**src/rtl/core/egas_pkg.sv**
```systemverilog
`timescale 1ns / 1ps
// ----------------------------------------------------------------------------
// egas_pkg: shared types and constants of the epsilon-greedy arm selector
// item structs, opcodes, register indexes, arithmetic widths, token type
// ----------------------------------------------------------------------------
package egas_pkg;

	localparam int ARMS_DEF   = 16;
	localparam int CNT_W      = 16;
	localparam int EST_W      = 24;
	localparam int DIVD_W     = 25;
	localparam int DIVS_W     = CNT_W;
	localparam int CFG_IDX_W  = 2;
	localparam int CFG_DATA_W = 18;

	localparam logic [CNT_W-1:0]        CNT_MAX = '1;
	localparam logic signed [EST_W-1:0] EST_MAX = {1'b0, {(EST_W-1){1'b1}}};
	localparam logic signed [EST_W-1:0] EST_MIN = {1'b1, {(EST_W-1){1'b0}}};

	typedef enum logic [1:0] {
		OP_SELECT  = 2'd0,
		OP_UPDATE  = 2'd1,
		OP_RESTART = 2'd2,
		OP_NONE    = 2'd3
	} opcode_t;

	typedef enum logic [CFG_IDX_W-1:0] {
		REG_EPSILON     = 2'd0,
		REG_INIT_VALUE  = 2'd1,
		REG_ARMS_IN_USE = 2'd2
	} cfg_reg_t;

	typedef struct packed {
		opcode_t            opcode;
		logic [15:0]        random_draw;
		logic [3:0]         random_arm;
		logic [3:0]         arm;
		logic signed [15:0] reward;
	} in_item_t;

	typedef struct packed {
		logic [3:0] chosen_arm;
		logic       explored;
	} out_item_t;

	// best-so-far record handed from cell to cell during a scan
	typedef struct packed {
		logic                    valid;
		logic                    empty;
		logic signed [EST_W-1:0] value;
	} token_t;

	// load command for one cell (restart or reward write)
	typedef struct packed {
		logic                    load;
		logic [CNT_W-1:0]        count;
		logic signed [EST_W-1:0] est;
	} cell_ctl_t;

endpackage

```
**src/rtl/core/egas_div.sv**
```systemverilog
`timescale 1ns / 1ps
// ----------------------------------------------------------------------------
// egas_div: unsigned restoring divider
// one quotient bit per cycle, done pulses after the last bit
// ----------------------------------------------------------------------------
module egas_div (
	input  logic                        clk,
	input  logic                        arst_n,
	input  logic                        start,
	input  logic [egas_pkg::DIVD_W-1:0] dividend,
	input  logic [egas_pkg::DIVS_W-1:0] divisor,
	output logic                        done,
	output logic [egas_pkg::DIVD_W-1:0] quotient
);
	import egas_pkg::*;

	localparam int STEP_W = $clog2(DIVD_W + 1);

	logic              busy_q;
	logic              done_q;
	logic [STEP_W-1:0] step_q;
	logic [DIVS_W-1:0] rem_q;
	logic [DIVD_W-1:0] quo_q;
	logic [DIVS_W-1:0] dvs_q;
	logic [DIVS_W:0]   rem_sh;
	logic              fits;

	// partial remainder stays below the divisor, so it fits the divisor width
	assign rem_sh = {rem_q, quo_q[DIVD_W-1]};
	assign fits   = rem_sh >= {1'b0, dvs_q};

	always_ff @(posedge clk or negedge arst_n) begin
		if (!arst_n) begin
			busy_q <= 1'b0;
			done_q <= 1'b0;
			step_q <= '0;
		end else begin
			done_q <= !start && busy_q && (step_q == STEP_W'(1));
			if (start) begin
				busy_q <= 1'b1;
				step_q <= STEP_W'(DIVD_W);
			end else if (busy_q) begin
				step_q <= step_q - 1'b1;
				if (step_q == STEP_W'(1)) begin
					busy_q <= 1'b0;
				end
			end
		end
	end

	always_ff @(posedge clk) begin
		if (start) begin
			rem_q <= '0;
			quo_q <= dividend;
			dvs_q <= divisor;
		end else if (busy_q) begin
			rem_q <= fits ? DIVS_W'(rem_sh - {1'b0, dvs_q}) : rem_sh[DIVS_W-1:0];
			quo_q <= {quo_q[DIVD_W-2:0], fits};
		end
	end

	assign done     = done_q;
	assign quotient = quo_q;

endmodule

```
**src/rtl/core/egas_cell.sv**
```systemverilog
`timescale 1ns / 1ps
// ----------------------------------------------------------------------------
// egas_cell: one arm of the selector chain
// holds the arm's count and estimate, compares against the passing token
// ----------------------------------------------------------------------------
module egas_cell #(
	parameter int  ARMS     = egas_pkg::ARMS_DEF,
	parameter int  CELL_IDX = 0,
	localparam int IDX_W    = $clog2(ARMS),
	localparam int N_W      = $clog2(ARMS + 1)
) (
	input  logic                               clk,
	input  logic                               arst_n,
	input  logic [N_W-1:0]                     arm_limit,
	input  egas_pkg::cell_ctl_t                ctl,
	input  egas_pkg::token_t                   tok_in,
	input  logic [IDX_W-1:0]                   tok_idx_in,
	output egas_pkg::token_t                   tok_out,
	output logic [IDX_W-1:0]                   tok_idx_out,
	output logic [egas_pkg::CNT_W-1:0]         count,
	output logic signed [egas_pkg::EST_W-1:0]  est
);
	import egas_pkg::*;

	logic [CNT_W-1:0]        count_q;
	logic signed [EST_W-1:0] est_q;
	token_t                  tok_q;
	logic [IDX_W-1:0]        idx_q;
	logic                    active;
	logic                    take;

	assign active = 32'(arm_limit) > CELL_IDX;
	// strict compare keeps the lower index on ties
	assign take   = active && (tok_in.empty || ($signed(est_q) > $signed(tok_in.value)));

	always_ff @(posedge clk or negedge arst_n) begin
		if (!arst_n) begin
			count_q <= '0;
			est_q   <= '0;
			tok_q   <= '0;
		end else begin
			if (ctl.load) begin
				count_q <= ctl.count;
				est_q   <= ctl.est;
			end
			tok_q.valid <= tok_in.valid;
			tok_q.empty <= take ? 1'b0 : tok_in.empty;
			tok_q.value <= take ? est_q : tok_in.value;
		end
	end

	always_ff @(posedge clk) begin
		idx_q <= take ? IDX_W'(CELL_IDX) : tok_idx_in;
	end

	assign tok_out     = tok_q;
	assign tok_idx_out = idx_q;
	assign count       = count_q;
	assign est         = est_q;

endmodule

```
**src/rtl/core/epsilon_greedy_arm_selector.sv**
```systemverilog
`timescale 1ns / 1ps
// ----------------------------------------------------------------------------
// epsilon_greedy_arm_selector: epsilon-greedy bandit agent
// per-arm pull counts and Q16.8 running means kept in a chain of arm cells
// ----------------------------------------------------------------------------
// usage
//   in channel (in_valid / in_stall / in_data) takes one item per transfer:
//   select, reward update, restart or no-op. only select yields a result,
//   sent on the out channel (out_valid / out_stall / out_data).
//   cfg channel (cfg_valid / cfg_ready / cfg_index / cfg_data) writes
//   epsilon, init_value and arms_in_use; cfg_ready is always high; writes
//   are to be made while the block is idle, which the block does not enforce.
// timing
//   one item at a time; in_stall is high while an item is in progress.
//   exploring select: goes from idle straight to the emit state.
//   greedy select: token walks the ARMS cells in the scan state, then emit.
//   update: fetch, prep, divide (25 quotient bits, then done), write;
//   in_stall stays high throughout; the divider yields one quotient bit per cycle.
//   restart: loads every cell in the transfer cycle, next item right after.
// reset and stall
//   reset clears all counts and estimates and loads the default registers.
//   a finished result waits in a holding state while the output register is
//   full and out_stall is high; new items are taken once it has moved on.
// ----------------------------------------------------------------------------
module epsilon_greedy_arm_selector #(
	parameter int ARMS = egas_pkg::ARMS_DEF
) (
	input  logic                            clk,
	input  logic                            arst_n,
	input  logic                            in_valid,
	output logic                            in_stall,
	input  egas_pkg::in_item_t              in_data,
	output logic                            out_valid,
	input  logic                            out_stall,
	output egas_pkg::out_item_t             out_data,
	input  logic                            cfg_valid,
	output logic                            cfg_ready,
	input  logic [egas_pkg::CFG_IDX_W-1:0]  cfg_index,
	input  logic [egas_pkg::CFG_DATA_W-1:0] cfg_data
);
	import egas_pkg::*;

	localparam int IDX_W = $clog2(ARMS);
	localparam int N_W   = $clog2(ARMS + 1);

	typedef enum logic [6:0] {
		S_IDLE  = 7'b0000001,
		S_SCAN  = 7'b0000010,
		S_EMIT  = 7'b0000100,
		S_FETCH = 7'b0001000,
		S_PREP  = 7'b0010000,
		S_DIV   = 7'b0100000,
		S_WRITE = 7'b1000000
	} state_t;

	state_t state_q;

	// configuration registers
	logic [17:0]        epsilon_q;
	logic signed [15:0] init_value_q;
	logic [4:0]         arms_in_use_q;

	// result holding and output registers
	out_item_t res_q;
	out_item_t out_q;
	logic      out_valid_q;

	// update datapath registers
	logic [IDX_W-1:0]        upd_arm_q;
	logic signed [15:0]      reward_q;
	logic [CNT_W-1:0]        new_cnt_q;
	logic signed [EST_W-1:0] est_old_q;
	logic signed [DIVD_W-1:0] diff_q;

	// chain wiring
	token_t                  tok [ARMS+1];
	logic [IDX_W-1:0]        tok_idx [ARMS+1];
	cell_ctl_t               ctl [ARMS];
	logic [CNT_W-1:0]        cnt_arr [ARMS];
	logic signed [EST_W-1:0] est_arr [ARMS];

	logic             in_xfer;
	logic             out_free;
	logic [N_W-1:0]   arm_limit;
	logic             explore;
	logic [3:0]       rand_pick;
	logic             restart_now;
	logic             write_now;
	logic             arm_ok;

	logic [CNT_W-1:0]        fetch_cnt;
	logic signed [EST_W-1:0] fetch_est;
	logic [CNT_W-1:0]        fetch_cnt_inc;
	logic signed [DIVD_W-1:0] fetch_diff;
	logic [DIVD_W-1:0]       diff_mag;

	logic                    div_done;
	logic [DIVD_W-1:0]       div_quo;
	logic signed [DIVD_W:0]  step_signed;
	logic signed [DIVD_W:0]  est_sum;
	logic signed [EST_W-1:0] est_new;

	assign in_xfer   = in_valid && !in_stall;
	assign in_stall  = state_q != S_IDLE;
	assign out_free  = !out_valid_q || !out_stall;
	assign cfg_ready = 1'b1;

	// effective arm count: zero acts as one, large values clip to ARMS
	always_comb begin
		logic [31:0] aiu;
		aiu = 32'(arms_in_use_q);
		if (aiu == 32'd0) begin
			arm_limit = N_W'(1);
		end else if (aiu > 32'(ARMS)) begin
			arm_limit = N_W'(ARMS);
		end else begin
			arm_limit = N_W'(aiu);
		end
	end

	// explore decision and clamped random arm
	always_comb begin
		logic [31:0] n32;
		logic [31:0] r32;
		n32       = 32'(arm_limit);
		r32       = 32'(in_data.random_arm);
		explore   = (epsilon_q != '0) && ({2'b00, in_data.random_draw} <= epsilon_q);
		rand_pick = (r32 < n32) ? 4'(r32) : 4'(n32 - 32'd1);
	end

	assign restart_now = in_xfer && (in_data.opcode == OP_RESTART);
	assign write_now   = state_q == S_WRITE;
	assign arm_ok      = 32'(in_data.arm) < 32'(ARMS);

	// scan token enters the first cell on a greedy select
	always_comb begin
		tok[0].valid = in_xfer && (in_data.opcode == OP_SELECT) && !explore;
		tok[0].empty = 1'b1;
		tok[0].value = EST_MIN;
		tok_idx[0]   = '0;
	end

	// arm cells
	for (genvar g = 0; g < ARMS; g++) begin : g_cell
		egas_cell #(
			.ARMS     (ARMS),
			.CELL_IDX (g)
		) u_cell (
			.clk         (clk),
			.arst_n      (arst_n),
			.arm_limit   (arm_limit),
			.ctl         (ctl[g]),
			.tok_in      (tok[g]),
			.tok_idx_in  (tok_idx[g]),
			.tok_out     (tok[g+1]),
			.tok_idx_out (tok_idx[g+1]),
			.count       (cnt_arr[g]),
			.est         (est_arr[g])
		);
	end

	// cell loads: restart hits every cell, a reward write hits one
	always_comb begin
		for (int i = 0; i < ARMS; i++) begin
			ctl[i].load  = restart_now || (write_now && (upd_arm_q == IDX_W'(i)));
			ctl[i].count = restart_now ? '0 : new_cnt_q;
			ctl[i].est   = restart_now ? {init_value_q, 8'h00} : est_new;
		end
	end

	// fetch: saturating count and reward minus estimate
	assign fetch_cnt     = cnt_arr[upd_arm_q];
	assign fetch_est     = est_arr[upd_arm_q];
	assign fetch_cnt_inc = (fetch_cnt == CNT_MAX) ? fetch_cnt : fetch_cnt + 1'b1;
	assign fetch_diff    = $signed({reward_q[15], reward_q, 8'h00})
	                     - $signed({fetch_est[EST_W-1], fetch_est});

	// divider works on magnitudes, sign restored at write
	assign diff_mag = diff_q[DIVD_W-1] ? DIVD_W'(-diff_q) : DIVD_W'(diff_q);

	egas_div u_div (
		.clk      (clk),
		.arst_n   (arst_n),
		.start    (state_q == S_PREP),
		.dividend (diff_mag),
		.divisor  (new_cnt_q),
		.done     (div_done),
		.quotient (div_quo)
	);

	// new estimate, truncated toward zero, saturated to the estimate range
	always_comb begin
		step_signed = diff_q[DIVD_W-1] ? -$signed({1'b0, div_quo}) : $signed({1'b0, div_quo});
		est_sum     = $signed({{2{est_old_q[EST_W-1]}}, est_old_q}) + step_signed;
		if (est_sum > $signed({{2{1'b0}}, EST_MAX})) begin
			est_new = EST_MAX;
		end else if (est_sum < $signed({{2{1'b1}}, EST_MIN})) begin
			est_new = EST_MIN;
		end else begin
			est_new = EST_W'(est_sum);
		end
	end

	// configuration writes
	always_ff @(posedge clk or negedge arst_n) begin
		if (!arst_n) begin
			epsilon_q     <= '0;
			init_value_q  <= '0;
			arms_in_use_q <= 5'd10;
		end else if (cfg_valid && cfg_ready) begin
			case (cfg_index)
				REG_EPSILON: begin
					epsilon_q <= cfg_data[17:0];
				end
				REG_INIT_VALUE: begin
					init_value_q <= cfg_data[15:0];
				end
				REG_ARMS_IN_USE: begin
					arms_in_use_q <= cfg_data[4:0];
				end
				default: begin
				end
			endcase
		end
	end

	// sequencer and output register
	always_ff @(posedge clk or negedge arst_n) begin
		if (!arst_n) begin
			state_q     <= S_IDLE;
			out_valid_q <= 1'b0;
		end else begin
			// a new result enters when the register is empty or draining
			if (state_q == S_EMIT && out_free) begin
				out_valid_q <= 1'b1;
			end else if (!out_stall) begin
				out_valid_q <= 1'b0;
			end
			case (state_q)
				S_IDLE: begin
					if (in_xfer) begin
						case (in_data.opcode)
							OP_SELECT: begin
								state_q <= explore ? S_EMIT : S_SCAN;
							end
							OP_UPDATE: begin
								state_q <= arm_ok ? S_FETCH : S_IDLE;
							end
							default: begin
								state_q <= S_IDLE;
							end
						endcase
					end
				end
				S_SCAN: begin
					if (tok[ARMS].valid) begin
						state_q <= S_EMIT;
					end
				end
				S_EMIT: begin
					if (out_free) begin
						state_q <= S_IDLE;
					end
				end
				S_FETCH: begin
					state_q <= S_PREP;
				end
				S_PREP: begin
					state_q <= S_DIV;
				end
				S_DIV: begin
					if (div_done) begin
						state_q <= S_WRITE;
					end
				end
				S_WRITE: begin
					state_q <= S_IDLE;
				end
				default: begin
					state_q <= S_IDLE;
				end
			endcase
		end
	end

	// payload registers
	always_ff @(posedge clk) begin
		if (state_q == S_IDLE && in_xfer) begin
			res_q.chosen_arm <= rand_pick;
			res_q.explored   <= 1'b1;
			upd_arm_q        <= IDX_W'(in_data.arm);
			reward_q         <= in_data.reward;
		end
		if (state_q == S_SCAN && tok[ARMS].valid) begin
			res_q.chosen_arm <= 4'(tok_idx[ARMS]);
			res_q.explored   <= 1'b0;
		end
		if (state_q == S_EMIT && out_free) begin
			out_q <= res_q;
		end
		if (state_q == S_FETCH) begin
			new_cnt_q <= fetch_cnt_inc;
			est_old_q <= fetch_est;
			diff_q    <= fetch_diff;
		end
	end

	assign out_valid = out_valid_q;
	assign out_data  = out_q;

endmodule

```
**config.mk**
```make
export PLATFORM = sky130hd
export DESIGN_NAME = epsilon_greedy_arm_selector
export DESIGN_NICKNAME = d
export VERILOG_FILES = /design/src/rtl/core/egas_pkg.sv /design/src/rtl/core/egas_div.sv /design/src/rtl/core/egas_cell.sv /design/src/rtl/core/epsilon_greedy_arm_selector.sv
export SDC_FILE = /design/constraint.sdc
export NUM_CORES = 2
export LEC_CHECK = 0
export BUFFER_PORTS_ARGS = -buffer_cell sky130_fd_sc_hd__clkbuf_2
export CAP_MARGIN = 10
export CORE_MARGIN = 5
export CORE_UTILIZATION = 55
export DETAILED_ROUTE_END_ITERATION = 8
export PLACE_DENSITY = 0.8
export REMOVE_ABC_BUFFERS = 1
export SYNTH_ARGS = -nofsm -noshare
export SYNTH_HDL_FRONTEND = slang
export SYNTH_HIERARCHICAL = 1
export SYNTH_SLANG_ARGS = --single-unit
```
**constraint.sdc**
```tcl
create_clock -name clk -period 16.8 [get_ports clk]
set_clock_uncertainty 0.05 [all_clocks]
set_input_delay 2.52 -clock clk [delete_from_list [all_inputs] [get_ports clk]]
set_output_delay 2.52 -clock clk [all_outputs]
set_load 0.02 [all_outputs]
```
* Word level (Yosys, flattened, before mapping) *
Index checks and enable logic that the tools add are counted.

storage, ports and cells
  bits in registers = 1,286
  bits in latches = 0
  memory bits (writable) = 0
  bits in read-only memories = 0
  input port bits = 67
  output and inout bits = 8
  memories kept = 0

cells by class
  add/subtract/negate cells = 8
  multipliers = 0
  div/mod/pow operators = 0
  magnitude comparators = 38
  eq/ne operators = 34
  shift operators = 0
  muxes and demuxes = 65
  bitwise gates (word level) = 1
  reductions and logical operators = 89

operator list
  cell                                                             count
  two-way mux 24 bit                                               20
  greater-than comparator 24 bit                                   15
  binary-select mux 24 bit (select 4 bit)                          1
  two-way mux 16 bit                                               5
  two-way mux 25 bit                                               3
  binary-select mux 16 bit (select 4 bit)                          1
  case mux 7 bit (6 select lines)                                  1
  logical AND 1 bit                                                41
  greater-than comparator 5 x 4 -> 1 bit, second input constant    8
  equality test 4 bit, second input constant                       8
  logical OR 1 bit                                                 32
  two-way mux 5 bit                                                6
  two-way mux 7 bit                                                4
  adder 24 x 26 -> 26 bit                                          1
  greater-than comparator 26 x 24 -> 1 bit, second input constant  1
  less-than comparator 26 x 24 -> 1 bit, second input constant     1
  two-way mux 26 bit                                               1
  negator 25 -> 26 bit                                             1
  negator 25 bit                                                   1
  subtractor 24 x 24 -> 25 bit                                     1
  greater-than comparator 5 x 3 -> 1 bit, second input constant    4
  two-way mux 1 bit                                                20
  less-or-equal comparator 16 x 18 -> 1 bit                        1
  nonzero test 18 bit                                              1
  other kinds (38)                                                 57

* Depth between registers and ports, before layout *
  depth after elaboration = 7
  mapped depth = 22
  depth with buffers taken out = 21

* Cells and area by module *
Netlist, hierarchy kept.

modules (own cells, without submodules)
  module                             times used  cells each  area an instance (µm²)  sequential area each (µm²)
  epsilon_greedy_arm_selector        1           1,278       14,477.6                3,992.6
  egas_cell at g_cell[2].u_cell ...  2           241         3,278.1                 1,731.7
  egas_cell at g_cell[7].u_cell      1           390         3,917.5                 1,731.7
  egas_cell at g_cell[11].u_cell     1           322         3,686.0                 1,731.7
  egas_cell at g_cell[15].u_cell     1           331         3,602.2                 1,731.7
  egas_cell at g_cell[3].u_cell      1           325         3,555.9                 1,731.7
  egas_div                           1           305         3,378.2                 1,726.7
  egas_cell at g_cell[4].u_cell      1           242         3,281.9                 1,731.7
  egas_cell at g_cell[0].u_cell      1           242         3,280.6                 1,731.7
  egas_cell at g_cell[8].u_cell      1           240         3,274.4                 1,731.7
  egas_cell at g_cell[12].u_cell     1           240         3,268.1                 1,731.7
  egas_cell at g_cell[9].u_cell      1           241         3,258.1                 1,731.7
  egas_cell at g_cell[1].u_cell      1           239         3,229.3                 1,731.7
  egas_cell at g_cell[13].u_cell     1           237         3,219.3                 1,731.7
  +3 rows                            -           -           -                       -

* Worst setup path after synthesis *
Ideal clock, no wire load.

  path type = register to register
  from = register state_q[2]
  to = register diff_q[10] (enable)
  data arrival time = 5.834 ns
  required time = 16.170 ns
  setup slack = 10.336 ns
  stages on the path, launching flop included = 4
  cell sequence = dfrtp_1 -> or3_1 -> or3_1 -> nor3b_1

between the ends
  cells in the longest elaborated chain, start to end = 1

ends and longest elaborated chain
  item                          line                                source
  start: declaration            epsilon_greedy_arm_selector.sv:56   state_t state_q;
  start signal: assignment      epsilon_greedy_arm_selector.sv:244  state_q <= explore ? S_EMIT : S_SCAN;
  start signal: assignment      epsilon_greedy_arm_selector.sv:247  state_q <= arm_ok ? S_FETCH : S_IDLE;
  equality test 7 x 4 -> 1 bit  epsilon_greedy_arm_selector.sv:301  if (state_q == S_FETCH) begin
  end signal: assignment        epsilon_greedy_arm_selector.sv:304  diff_q <= fetch_diff;
  end: declaration              epsilon_greedy_arm_selector.sv:73   logic signed [DIVD_W-1:0] diff_q;

No other way between the ends.
A chain may end at the register's enable or synchronous reset.

==> results.md <==
- The flow ran to the end, and the final reports show no timing, DRC or antenna violations.
- For this run, the detailed router's first-pass iteration total came to 6.
- The count of unresolved DRC violations after routing is 0.
- Entering global routing, the biggest net connects 203 pins.
- The synthesized area divided by synthesized cell count is 12.34 µm².
- The final hold violation count is 0.
- Among cell families on the critical path, the largest total delay comes from simple AND/OR/NAND/NOR gates.
- Per report_power, the clock group accounts for 19.7% of the total.
- The critical path goes through or4_4, or3_4, or3_2, or2_2, o31ai_1, xnor2_1, ha_1, and3_1, a221o_1, a211o_1, a211o_4, and2_4, a21oi_2, mux2_2.
- The count of buffers added on input and output ports is 73.
- The final layout contains 6329 nets.
- The final layout contains routed wiring with a total length of 183.0 mm.
- In this run the count of I/O pins placed on the die edge is 75.
- The finished layout holds 7574 standard cells, fillers aside.
- The cell count after synthesis came out at 5693.
- On the critical path, the stage with the largest delay is an instance of sky130_fd_sc_hd__a21oi_2.
- The post-synth design cell area is 70250 µm².
- The total area inside the core boundary comes to 127200 µm².
- The half-perimeter wire length after detailed placement is 126.6 mm.
- The number of hold buffers added after CTS is 0.
- After routing the design area is 77110 µm².
- The number of fill cells is 9472.
- The total power consumption of the routed design is 0.01596 W.
- Summed over all nets, the switching power comes to 0.006164 W.
- For this run, the total global-route usage over all layers was measured as 26.78%.
- The register clock-pin slew on the reported worst setup and hold paths is 0.06 ns.
- The largest stage delay on the critical path is 0.86 ns.
- The worst setup slack after placement is 10.78 ns.
- The data required time at the worst endpoint is 17.41 ns.
- The critical path is of the flip-flop to flip-flop type.
- The share of final-layout standard cells stronger than drive strength 1 is 28.30%.
- The fraction of power consumed by sequential logic is 34.7%.
- The H-tree was split into 4 levels.
- The worst max-slew margin expressed relative to the limit is 10.62%.
- The post-route setup TNS is 0 ns.
- The number of maximum-capacitance violations is 0.
- The startpoint class of the critical path is a flip-flop.
- The number of vias per cell is 6.304.
- Of the total power, the share spent switching nets is 38.62%.
- The first-pass GRT wire length is 282.8 mm.
- The clock tree from TritonCTS is done.
- The endpoint kind of the worst setup timing path is a flip-flop.
- The die outline area is 135000 µm².
- The buffer count from post-CTS setup fixing is 0.
- The clock buffer count from CTS is 141.
- The via count of the first global-routing pass is 48720.
- For this block, the initial DRC count from the detailed router was 4326.
- The maximum number of buffers from clock root to sink is 3.
- The remaining number of nets flagged by the antenna check after routing is 0.
- The total of endpoints with negative setup slack in the final report is 0.
- After layout, the worst setup slack is 10.83 ns.
- Together, buffers and inverters on the worst path number 0.
- The count of final max-slew check failures was 0.
- In this run the core area contains 131 standard-cell rows.
- Once the clock tree was built, the resizer swapped 0 gates to a different size.
- The achievable clock frequency is 0.1674 GHz.
- The initial utilization of the core area, before any placement, comes to 55.23%.
- The initial antenna violation count came to 9.
- The number of synthesis warnings is 6.
- Setup repair after global routing left no endpoint under its margin.
- The path type of the worst min-delay path is flip-flop to flip-flop.
- The time the final worst path needs with I/O delays and setup is 5.974 ns.
- The leakage power summed over all cells is 33.66 nW.
- The placed cell count is 7309.
- After layout, the worst path uses 35.56% of the clock period.
- The height of the chip is 367.4 µm.
- The tree is rooted in a sky130_fd_sc_hd__clkbuf_16.
- The total cell area at the placement stage is 72350 µm².
- The routed layout has 47750 vias.
- The layout overhead on the synthesized area is 9.756%.
- The internal power contribution is 0.009796 W.
- For the worst-skew pair, the clock arrives at the later sink with an insertion delay of 0.78 ns.
- Data arrives at the worst endpoint at 6.58 ns.
- After detailed routing, the average wire length per cell comes to 24.16 µm.
- Global routing finished with a remaining overflow of 0.
- The weighted congestion at the end of routability-driven global placement is 0.9413.
- VDD sags by at most 0.0001401 V.
- The highest net fanout along the worst path is 16.
- In this run, the combinational gates consume 45.6% of the power.
- The width of the die is 367.4 µm.
- Counting every sink on the clock net gives 1300.
- The power per unit of standard cell area is 207.0 nW/µm².
- The actual slew at the worst max-slew pin is 1.336 ns.
state kept, by name, summed over array words and instances (netlist names), 7 cells and up:
register and count:
u_div/dvs_q 16, g_cell.u_cell/est 384, new_cnt_q 16, state_q 7
u_div/rem_q 16, g_cell.u_cell/tok_out 391, g_cell.u_cell/count 256, epsilon_q 18
g_cell.u_cell/tok_idx_out 64, u_div/quotient 25, reward_q 16, diff_q 24
init_value_q 16, est_old_q 24
placed cells by master, fill, tap and decap left out, types with 93 or more instances in the layout:
master	count
sky130_fd_sc_hd__dfrtp_1	1082
sky130_fd_sc_hd__mux2_2	796
sky130_fd_sc_hd__inv_1	501
sky130_fd_sc_hd__ha_1	468
sky130_fd_sc_hd__nand2_1	334
sky130_fd_sc_hd__a21oi_1	220
sky130_fd_sc_hd__mux4_2	192
sky130_fd_sc_hd__nor2_1	159
sky130_fd_sc_hd__o21ai_0	149
sky130_fd_sc_hd__clkbuf_16	145
sky130_fd_sc_hd__edfxtp_1	134
sky130_fd_sc_hd__mux2_4	132
sky130_fd_sc_hd__nand4_1	101
sky130_fd_sc_hd__o211ai_1	93
final cells by class:
class                      count  area, µm²  share of cell area (%)
sequential                  1300      32800                   42.54
timing repair buffer         155       1094                   1.418
inverter                     501       1881                   2.439
antenna                        7      17.52                 0.02272
clock buffer                 207       4151                   5.384
clock inverter                49      558.0                  0.7237
tap                         1662       2079                   2.697
multi-input combinational   3693      34530                   44.78
metal layers:
metal | vias to the layer above | GRT usage, % | part of all wire, %
li1 | 20860 | - | -
met1 | 24450 | 34.33 | 40
met2 | 1938 | 44.52 | 48
met3 | 500 | 4.708 | 7.0
met4 | 2 | 12.58 | 5.3
met5 | - | 0 | 0.0066
power groups by stage:
stage | Clock, W | Sequential (W) | Combinational [W]
finish | 0.00314 | 0.00555 | 0.00727
global route | 0.00331 | 0.00569 | 0.00787
CTS | 0.00318 | 0.00551 | 0.00716
detailed placement | 0 | 0.00554 | 0.00706
global placement | 0 | 0.00544 | 0.00676
floorplan | 0 | 0.00518 | 0.00533
worst paths after layout:
check | start | end | cells after the start | slack [ns]
max | u_div/quotient[7] | g_cell[6].u_cell/est[15] | 14 | 10.83
min | g_cell[12].u_cell/tok_out[25] | g_cell[13].u_cell/tok_out[25] | 0 | 0.30
min reg2reg | g_cell[12].u_cell/tok_out[25] | g_cell[13].u_cell/tok_out[25] | 0 | 0.30
max in group asynchronous | arst_n | g_cell[9].u_cell/count[10] | 4 | 11.63
max reg2reg | u_div/quotient[7] | g_cell[6].u_cell/est[15] | 14 | 10.83
min in group asynchronous | arst_n | g_cell[0].u_cell/tok_out[5] | 1 | 1.74
through the flow:
step           utilization, %  hold WS, ns
4_1_cts                 60.58       0.3005
2_1_floorplan               -       0.2812
3_3_place_gp            56.87       0.2850
5_1_grt                 60.61       0.3114
6_report                60.62       0.2989
3_5_place_dp            56.88       0.2873
Power figures use the tool's default switching activity.
